<file path="config.mk">
export PLATFORM = sky130hd
export DESIGN_NAME = bmp24_stream_decoder
export DESIGN_NICKNAME = d
export VERILOG_FILES = /design/src/rtl/bmpdec_pkg.sv /design/src/rtl/bmpdec_front.sv /design/src/rtl/bmpdec_queue.sv /design/src/rtl/bmp24_stream_decoder.sv
export SDC_FILE = /design/constraint.sdc
export NUM_CORES = 1
export LEC_CHECK = 0
export ABC_AREA = 1
export BUFFER_PORTS_ARGS = -buffer_cell sky130_fd_sc_hd__buf_4
export CELL_PAD_IN_SITES_DETAIL_PLACEMENT = 0
export CELL_PAD_IN_SITES_GLOBAL_PLACEMENT = 1
export CORE_MARGIN = 2
export CORE_UTILIZATION = 47
export DETAILED_ROUTE_END_ITERATION = 6
export GPL_ROUTABILITY_DRIVEN = 0
export MAX_ROUTING_LAYER = met4
export PLACE_DENSITY_LB_ADDON = 0.1
export SYNTH_ARGS = -nofsm -noshare
export SYNTH_HDL_FRONTEND = slang
export SYNTH_SLANG_ARGS = --single-unit
</file>
<file path="constraint.sdc">
create_clock -name clock -period 6.8 [get_ports clock]
set_input_delay 0.68 -clock clock [delete_from_list [all_inputs] [get_ports clock]]
set_output_delay 0.68 -clock clock [all_outputs]
set_load 0.1 [all_outputs]
</file>
<file path="src/rtl/bmpdec_pkg.sv">
`default_nettype none
// ----------------------------------------------------------------------------
// bmpdec_pkg
// Shared types and constants of the 24-bit BMP stream decoder: the image size
// limit, counter widths, result status codes and the result item record.
// ----------------------------------------------------------------------------
package bmpdec_pkg;

   localparam int MAX_DIM = 4096;
   localparam int BYTE_W  = 8;
   localparam int WORD_W  = 32;
   localparam int COORD_W = 12;
   localparam int DIM_W   = $clog2(MAX_DIM + 1);
   localparam int CNT_W   = (DIM_W > COORD_W) ? DIM_W : COORD_W;

   typedef enum logic [1:0] {
      STATUS_PIXEL         = 2'd0,
      STATUS_BAD_SIGNATURE = 2'd1,
      STATUS_BAD_DEPTH     = 2'd2,
      STATUS_TOO_LARGE     = 2'd3
   } status_type;

   typedef struct packed {
      logic [BYTE_W-1:0]  red;
      logic [BYTE_W-1:0]  green;
      logic [BYTE_W-1:0]  blue;
      logic [COORD_W-1:0] pixel_column;
      logic [COORD_W-1:0] pixel_row;
      logic               last_pixel;
      status_type         status;
   } rsp_item_type;

   typedef struct packed {
      logic         push;
      rsp_item_type item;
   } queue_write_type;

endpackage : bmpdec_pkg
`default_nettype wire

</file>
<file path="src/rtl/bmpdec_front.sv">
`default_nettype none
// ----------------------------------------------------------------------------
// bmpdec_front
// Front end of the decoder. Parses the 54-byte header, assembles pixels from
// blue, green, red byte triples, skips row padding and pushes one result item
// per pixel or per header error into the result queue.
// ----------------------------------------------------------------------------
module bmpdec_front
   import bmpdec_pkg::*;
(
   input  wire logic              clock,
   input  wire logic              reset,
   input  wire logic              accept,
   input  wire logic [BYTE_W-1:0] byte_value,
   input  wire logic              start_of_file,
   output queue_write_type        queue_write
);

   localparam int POS_W        = 6;
   localparam int HEADER_BYTES = 54;
   localparam int POS_SIG0     = 0;
   localparam int POS_SIG1     = 1;
   localparam int POS_WIDTH    = 18;
   localparam int POS_HEIGHT   = 22;
   localparam int POS_DEPTH_LO = 28;
   localparam int POS_DEPTH_HI = 29;
   localparam int LANES        = 4;

   localparam logic [BYTE_W-1:0]   LETTER_B  = BYTE_W'(66);
   localparam logic [BYTE_W-1:0]   LETTER_M  = BYTE_W'(77);
   localparam logic [2*BYTE_W-1:0] DEPTH_24  = (2*BYTE_W)'(24);
   localparam logic [WORD_W-1:0]   DIM_LIMIT = WORD_W'(MAX_DIM);

   typedef enum logic [1:0] {
      PH_HEADER,
      PH_PIXELS,
      PH_PADDING,
      PH_IDLE
   } phase_type;

   phase_type          phase_ff, phase_in, phase_cur;
   logic [POS_W-1:0]   pos_ff, pos_in, pos_cur;
   logic [BYTE_W-1:0]  letter_ff, letter_in;
   logic [WORD_W-1:0]  width_ff, width_in, width_cur;
   logic [WORD_W-1:0]  height_ff, height_in, height_cur;
   logic [BYTE_W-1:0]  depth_lo_ff, depth_lo_in;
   logic [CNT_W-1:0]   col_ff, col_in, col_cur;
   logic [CNT_W-1:0]   row_ff, row_in, row_cur;
   logic [1:0]         chan_ff, chan_in, chan_cur;
   logic [BYTE_W-1:0]  blue_ff, blue_in;
   logic [BYTE_W-1:0]  green_ff, green_in;
   logic [1:0]         pad_ff, pad_in, pad_cur;
   queue_write_type    write_in;

   logic [CNT_W-1:0]   col_next;
   logic [CNT_W-1:0]   row_next;
   logic               is_last;
   logic               header_error;
   status_type         error_status;

   always_comb begin
      phase_cur  = start_of_file ? PH_HEADER : phase_ff;
      pos_cur    = start_of_file ? '0 : pos_ff;
      width_cur  = start_of_file ? '0 : width_ff;
      height_cur = start_of_file ? '0 : height_ff;
      col_cur    = start_of_file ? '0 : col_ff;
      row_cur    = start_of_file ? '0 : row_ff;
      chan_cur   = start_of_file ? '0 : chan_ff;
      pad_cur    = start_of_file ? '0 : pad_ff;

      col_next = col_cur + 1'b1;
      row_next = row_cur + 1'b1;
      is_last  = (row_next == height_cur[CNT_W-1:0]) && (col_next == width_cur[CNT_W-1:0]);

      phase_in    = phase_ff;
      pos_in      = pos_ff;
      letter_in   = letter_ff;
      width_in    = width_ff;
      height_in   = height_ff;
      depth_lo_in = depth_lo_ff;
      col_in      = col_ff;
      row_in      = row_ff;
      chan_in     = chan_ff;
      blue_in     = blue_ff;
      green_in    = green_ff;
      pad_in      = pad_ff;
      write_in    = '0;
      header_error = 1'b0;
      error_status = STATUS_PIXEL;

      if (accept) begin
         phase_in  = phase_cur;
         pos_in    = pos_cur;
         width_in  = width_cur;
         height_in = height_cur;
         col_in    = col_cur;
         row_in    = row_cur;
         chan_in   = chan_cur;
         pad_in    = pad_cur;

         case (phase_cur)
            PH_HEADER: begin
               pos_in = pos_cur + 1'b1;
               if (pos_cur == POS_W'(POS_SIG0)) begin
                  letter_in = byte_value;
               end
               if (pos_cur == POS_W'(POS_SIG1)) begin
                  if (letter_ff != LETTER_B || byte_value != LETTER_M) begin
                     header_error = 1'b1;
                     error_status = STATUS_BAD_SIGNATURE;
                  end
               end
               for (int k = 0; k < LANES; k++) begin
                  if (pos_cur == POS_W'(POS_WIDTH + k)) begin
                     width_in[BYTE_W*k +: BYTE_W] = byte_value;
                  end
                  if (pos_cur == POS_W'(POS_HEIGHT + k)) begin
                     height_in[BYTE_W*k +: BYTE_W] = byte_value;
                  end
               end
               if (pos_cur == POS_W'(POS_DEPTH_LO)) begin
                  depth_lo_in = byte_value;
               end
               if (pos_cur == POS_W'(POS_DEPTH_HI)) begin
                  if ({byte_value, depth_lo_ff} != DEPTH_24) begin
                     header_error = 1'b1;
                     error_status = STATUS_BAD_DEPTH;
                  end else if (width_cur > DIM_LIMIT || height_cur > DIM_LIMIT) begin
                     header_error = 1'b1;
                     error_status = STATUS_TOO_LARGE;
                  end
               end
               if (header_error) begin
                  phase_in            = PH_IDLE;
                  write_in.push       = 1'b1;
                  write_in.item       = '0;
                  write_in.item.status = error_status;
               end else if (pos_cur == POS_W'(HEADER_BYTES - 1)) begin
                  phase_in = (width_cur == '0 || height_cur == '0) ? PH_IDLE : PH_PIXELS;
               end
            end
            PH_PIXELS: begin
               case (chan_cur)
                  2'd0: begin
                     blue_in = byte_value;
                     chan_in = 2'd1;
                  end
                  2'd1: begin
                     green_in = byte_value;
                     chan_in  = 2'd2;
                  end
                  default: begin
                     chan_in = 2'd0;
                     write_in.push              = 1'b1;
                     write_in.item.red          = byte_value;
                     write_in.item.green        = green_ff;
                     write_in.item.blue         = blue_ff;
                     write_in.item.pixel_column = col_cur[COORD_W-1:0];
                     write_in.item.pixel_row    = row_cur[COORD_W-1:0];
                     write_in.item.last_pixel   = is_last;
                     write_in.item.status       = STATUS_PIXEL;
                     if (is_last) begin
                        phase_in = PH_IDLE;
                     end else if (col_next >= width_cur[CNT_W-1:0]) begin
                        col_in   = '0;
                        row_in   = row_next;
                        pad_in   = width_cur[1:0];
                        phase_in = (width_cur[1:0] != 2'd0) ? PH_PADDING : PH_PIXELS;
                     end else begin
                        col_in = col_next;
                     end
                  end
               endcase
            end
            PH_PADDING: begin
               pad_in = pad_cur - 1'b1;
               if (pad_cur == 2'd1) begin
                  phase_in = PH_PIXELS;
               end
            end
            default: begin
            end
         endcase
      end
   end

   always_ff @(posedge clock) begin
      if (reset) begin
         phase_ff    <= PH_HEADER;
         pos_ff      <= '0;
         letter_ff   <= '0;
         width_ff    <= '0;
         height_ff   <= '0;
         depth_lo_ff <= '0;
         col_ff      <= '0;
         row_ff      <= '0;
         chan_ff     <= '0;
         blue_ff     <= '0;
         green_ff    <= '0;
         pad_ff      <= '0;
      end else begin
         phase_ff    <= phase_in;
         pos_ff      <= pos_in;
         letter_ff   <= letter_in;
         width_ff    <= width_in;
         height_ff   <= height_in;
         depth_lo_ff <= depth_lo_in;
         col_ff      <= col_in;
         row_ff      <= row_in;
         chan_ff     <= chan_in;
         blue_ff     <= blue_in;
         green_ff    <= green_in;
         pad_ff      <= pad_in;
      end
   end

   assign queue_write = write_in;

endmodule : bmpdec_front
`default_nettype wire

</file>
<file path="src/rtl/bmpdec_queue.sv">
`default_nettype none
// ----------------------------------------------------------------------------
// bmpdec_queue
// Back end of the decoder. A two-entry result queue whose head entry drives
// the result channel, so the parser keeps taking bytes while a result waits.
// ----------------------------------------------------------------------------
module bmpdec_queue
   import bmpdec_pkg::*;
(
   input  wire logic      clock,
   input  wire logic      reset,
   input  wire queue_write_type queue_write,
   output logic           full,
   output logic           rsp_valid,
   input  wire logic      rsp_stall,
   output rsp_item_type   rsp_item
);

   localparam int QUEUE_DEPTH = 2;
   localparam int PTR_W       = $clog2(QUEUE_DEPTH);
   localparam int COUNT_W     = $clog2(QUEUE_DEPTH + 1);

   rsp_item_type       entry_ff [QUEUE_DEPTH];
   logic [PTR_W-1:0]   wr_ptr_ff, wr_ptr_in;
   logic [PTR_W-1:0]   rd_ptr_ff, rd_ptr_in;
   logic [COUNT_W-1:0] count_ff, count_in;
   logic               push;
   logic               pop;

   assign push      = queue_write.push;
   assign rsp_valid = (count_ff != '0);
   assign pop       = rsp_valid && !rsp_stall;
   assign full      = (count_ff == COUNT_W'(QUEUE_DEPTH));
   assign rsp_item  = entry_ff[rd_ptr_ff];

   always_comb begin
      wr_ptr_in = wr_ptr_ff;
      rd_ptr_in = rd_ptr_ff;
      count_in  = count_ff;
      if (push) begin
         wr_ptr_in = (wr_ptr_ff == PTR_W'(QUEUE_DEPTH - 1)) ? '0 : wr_ptr_ff + 1'b1;
      end
      if (pop) begin
         rd_ptr_in = (rd_ptr_ff == PTR_W'(QUEUE_DEPTH - 1)) ? '0 : rd_ptr_ff + 1'b1;
      end
      if (push && !pop) begin
         count_in = count_ff + 1'b1;
      end else if (pop && !push) begin
         count_in = count_ff - 1'b1;
      end
   end

   always_ff @(posedge clock) begin
      if (reset) begin
         wr_ptr_ff <= '0;
         rd_ptr_ff <= '0;
         count_ff  <= '0;
      end else begin
         wr_ptr_ff <= wr_ptr_in;
         rd_ptr_ff <= rd_ptr_in;
         count_ff  <= count_in;
      end
   end

   always_ff @(posedge clock) begin
      if (push) begin
         entry_ff[wr_ptr_ff] <= queue_write.item;
      end
   end

endmodule : bmpdec_queue
`default_nettype wire

</file>
<file path="src/rtl/bmp24_stream_decoder.sv">
`default_nettype none
// ----------------------------------------------------------------------------
// bmp24_stream_decoder
// Decodes a 24-bit BMP file delivered one byte per item into pixel items.
// ----------------------------------------------------------------------------
// The decoder takes one file byte per clock cycle while req_stall is low.
// Each accepted byte is parsed in the cycle of its acceptance, and any
// result item it causes is registered into the result queue and appears
// on the result channel once it reaches the head of the queue. Results
// pass through a two-entry queue, so req_stall rises only when two results
// are waiting to be collected; each pixel item is built from three bytes.
// The header occupies the first 54 bytes; bad signature, wrong depth or an
// oversize image give a single error item, and then bytes are dropped until
// the next byte that carries req_start_of_file.
// ----------------------------------------------------------------------------
module bmp24_stream_decoder
   import bmpdec_pkg::*;
(
   input  wire logic               clock,
   input  wire logic               reset,
   input  wire logic               req_valid,
   output logic                    req_stall,
   input  wire logic [BYTE_W-1:0]  req_byte_value,
   input  wire logic               req_start_of_file,
   output logic                    rsp_valid,
   input  wire logic               rsp_stall,
   output logic [BYTE_W-1:0]       rsp_red,
   output logic [BYTE_W-1:0]       rsp_green,
   output logic [BYTE_W-1:0]       rsp_blue,
   output logic [COORD_W-1:0]      rsp_pixel_column,
   output logic [COORD_W-1:0]      rsp_pixel_row,
   output logic                    rsp_last_pixel,
   output logic [1:0]              rsp_status
);

   queue_write_type queue_write;
   rsp_item_type    rsp_item;
   logic            queue_full;
   logic            accept;

   assign req_stall = queue_full;
   assign accept    = req_valid && !queue_full;

   bmpdec_front u_front (
      .clock         (clock),
      .reset         (reset),
      .accept        (accept),
      .byte_value    (req_byte_value),
      .start_of_file (req_start_of_file),
      .queue_write   (queue_write)
   );

   bmpdec_queue u_queue (
      .clock       (clock),
      .reset       (reset),
      .queue_write (queue_write),
      .full        (queue_full),
      .rsp_valid   (rsp_valid),
      .rsp_stall   (rsp_stall),
      .rsp_item    (rsp_item)
   );

   assign rsp_red          = rsp_item.red;
   assign rsp_green        = rsp_item.green;
   assign rsp_blue         = rsp_item.blue;
   assign rsp_pixel_column = rsp_item.pixel_column;
   assign rsp_pixel_row    = rsp_item.pixel_row;
   assign rsp_last_pixel   = rsp_item.last_pixel;
   assign rsp_status       = rsp_item.status;

endmodule : bmp24_stream_decoder
`default_nettype wire
</file>
==> results summary <==
Summed over all nets, the half-perimeter wirelength after detailed placement is 22.3 mm. The maximum level of the CTS H-tree came out at 1. The worst hold path begins at u_queue.rd_ptr_ff$_SDFFE_PP0P_. Entering global routing, the biggest net connects 71 pins. The flow ran to the end, and the final reports show no timing, DRC or antenna violations. The number of port buffers is 65.

Dividing the detail-routed wire length by the instance count gives 17.4 um. The number of primary I/O pins came out at 66. After routing, the total negative slack on setup checks comes to 0 ns.

For this run, the total global-route usage over all layers was measured as 0.242. By area the synthesized netlist is led by edfxtp_1, dfxtp_1, inv_1. The area of the core region came out at 26700 sq um.

The number of violations of the max-capacitance limit is 0. The die covers 28300 sq um. The tightest hold path in the finished design has a slack of 0.441 ns. After synthesis, the largest family of logic cells by area is simple AND/OR/NAND/NOR gates.

The clock transition at the register clock pins on the worst setup and hold paths after CTS came out at 0.06 ns. Setup repair after global routing left no endpoint under its margin. The clock passes through at most 3 buffers. After synthesis, the share of cell area in mux cells is 0.0453.

The number of vias per cell after detailed routing is 5.46. The post-synthesis share of cell area spent on and, or, nand and nor gates came out at 0.194. The largest total area in the synthesized netlist belongs to edfxtp_1. The global-route wire length before repair is 53.4 mm. The post-synthesis xor/xnor area fraction came out at 0.00898. The post-detailed-routing wire length is 33.5 mm. The share of synthesized area in the top cell type comes to 0.242. The area growth from synthesis to final layout came out at 11.5%. The mean instance size in the synthesized netlist is 8.18 sq um. The number of nets still failing antenna checks after routing is 0. The via count of the first global-routing pass is 9892. The initial utilization of the core area, before any placement, comes to 0.474. The number of inserted diodes is 0. The library cell used most frequently in the layout, excluding fill and tap cells, is inv_1. The post-layout net count came out at 1608. The horizontal extent of the die is 168 um. The setup-violating endpoint count in the final report is 0. The initial antenna violation count was 0. TritonCTS created 26 clock buffers. In the layout the commonest cells are inv_1, nand2_1, nor2_1.

Post-CTS timing repair inserted 0 buffers for setup. Gates resized during post-CTS repair numbered 0. At the later pin of the worst-skew pair, clock insertion delay measures 0.54 ns. The worst setup path is launched from an input port. The compound-gate portion of the synthesized area came out at 0.167.

Tracing the worst setup path back leads to its startpoint at req_start_of_file. Counting every net in the synthesized netlist gives 1588. The period utilization is 0.687. The data required time of the worst path came out at 7.00 ns. The Yosys step of the flow raised 0 warnings. The number of sinks handled by clock tree synthesis is 241. The tree is rooted in a clkbuf_16. Along the worst path, the maximum fanout reaches 65. The overall power came out at 4.56 mW.

The count of different cell masters after synthesis came out at 46. The maximum achievable frequency came out at 0.214 GHz. At the pin with the least slew margin, the transition time is 0.989 ns. The residual DRC count is 0.

Of the total synthesized cell area, the portion taken by full adders, half adders and majority gates is 0.0247. The final max-slew violation count came out at 0. TritonCTS built the clock tree. The arrival time reported for the critical path endpoint is 4.87 ns.

In this run the critical register-to-register path is launched from u_front.col_ff[0]$_SDFFE_PP0P_. The number of instances in the synthesized netlist came out at 1550. IR analysis of the VDD net gives a maximum drop of 0.187 mV.

The vertical extent of the die came out at 168 um. For this design the ratio of total power to cell area is 322 nW/um^2. After floorplanning, the core was divided into 60 placement rows.

The number of hold buffers added after CTS was 0. The via count of the routed design came out at 10500. The worst setup path is of the input port to register kind. For this run, the register share of the synthesized area comes to 0.461.

The first-pass iteration count of the detailed router came out at 5. The remaining global-route overflow came out at 0. In this run, the number of DRC markers left after iteration 0 of detailed routing was 886. The static leakage power came out at 5.57 nW. The area of the mapped netlist is 12700 sq um. The post-synthesis register bit count came out at 241. The tightest min-delay check is of the register to register type. The worst path needs 4.67 ns of the cycle, external delays included. The final setup skew came out at 0.00959 ns. The worst slew margin relative to its limit is 0.337.

The layout cell share with drive strength beyond 1 came out at 0.133. The final count of hold timing violations came out at 0. The endpoint type of the worst setup path is a register.
## metal layers
metal | up-vias | part of all wire | GRT usage
met5 | - | 0 | -
met4 | 0 | 0.020 | 0.0562
met3 | 47 | 0.050 | 0.0270
met2 | 269 | 0.44 | 0.382
met1 | 4929 | 0.49 | 0.338
li1 | 5297 | - | -
## path summary, 6_finish.rpt
kind                                      end  slack, ns  cells after the start
max          u_queue.entry_ff[1][7]$_DFFE_PP_       2.13                     14
min                                  register       0.44                      1
max reg2reg   u_front.row_ff[12]$_SDFFE_PP0P_       2.37                     26
min reg2reg                          register       0.44                      1
## per-stage QoR
step                utilization  cell area [sq um]  std cells  setup slack [ns]
floorplan                     -              12700       1550              1.38
global placement          0.497              13300       1883              1.66
detailed placement        0.497              13300       1883              1.55
CTS                       0.529              14100       1930              2.09
global route              0.529              14100       1930              1.68
finish                    0.529              14100       1930              2.13
## Yosys cell counts, drive strengths merged
library cell / number
o21a: 2
nand3b: 1
edfxtp: 102
xnor2: 2
clkbuf: 52
ha: 25
nand4: 19
nor4: 8
dfxtp: 139
o22ai: 1
and2: 2
a31oi: 5
nor3b: 5
a21boi: 1
and3: 1
xor2: 11
buf: 33
a211oi: 19
inv: 221
clkinv: 1
mux2: 51
a221oi: 1
a21oi: 124
o2111ai: 4
nor3: 25
nand2: 217
nand3: 83
o21bai: 1
or2: 1
o211ai: 88
nor2: 190
o21ai: 115
## report_power, final
part	internal, mW	switching (mW)
Clock	0.805	0.595
Sequential	1.62	0.0610
Combinational	0.378	1.09
## layout make-up
cell class	instances	area [sq um]
clock buffers	32	693
repair buffers	77	578
clock inverters	15	158
inverters	222	838
well taps	341	427
fillers	2585	12600
multi-input cells	1002	5600
flip-flops and latches	241	5850
## kinds of logic after synthesis
group / after synthesis
flip-flops: 241
adder cells (fa/ha/maj): 25
multiplexers: 51
XOR/XNOR: 13
AND/OR/NAND/NOR: 552
AO/OA/AOI/OAI: 361
buffers and inverters: 307
## sequential cells by signal, indices dropped and copies added (netlist names), named ones only
signal / cells
u_front.col_ff: 13
u_queue.wr_ptr_ff: 1
u_front.pad_ff: 2
u_front.phase_ff: 2
u_front.chan_ff: 2
u_front.letter_ff: 8
u_front.row_ff: 13
u_front.blue_ff: 8
u_front.width_ff: 32
u_queue.rd_ptr_ff: 1
u_queue.count_ff: 2
u_front.height_ff: 32
u_queue.entry_ff: 102
u_front.pos_ff: 6
u_front.green_ff: 8
u_front.depth_lo_ff: 8
## worst max-delay path, cell delays in order
cell	delay, ns
buf_4	0.65
nor2_1	0.23
inv_1	0.24
ha_1	0.33
inv_1	0.19
nor2_2	0.30
inv_1	0.15
nor2_4	0.27
nand2_1	0.08
buf_4	0.28
nand2_1	0.18
inv_1	0.11
nor2_4	0.66
buf_4	0.46
No activity file was read; power rests on OpenSTA's default activity.
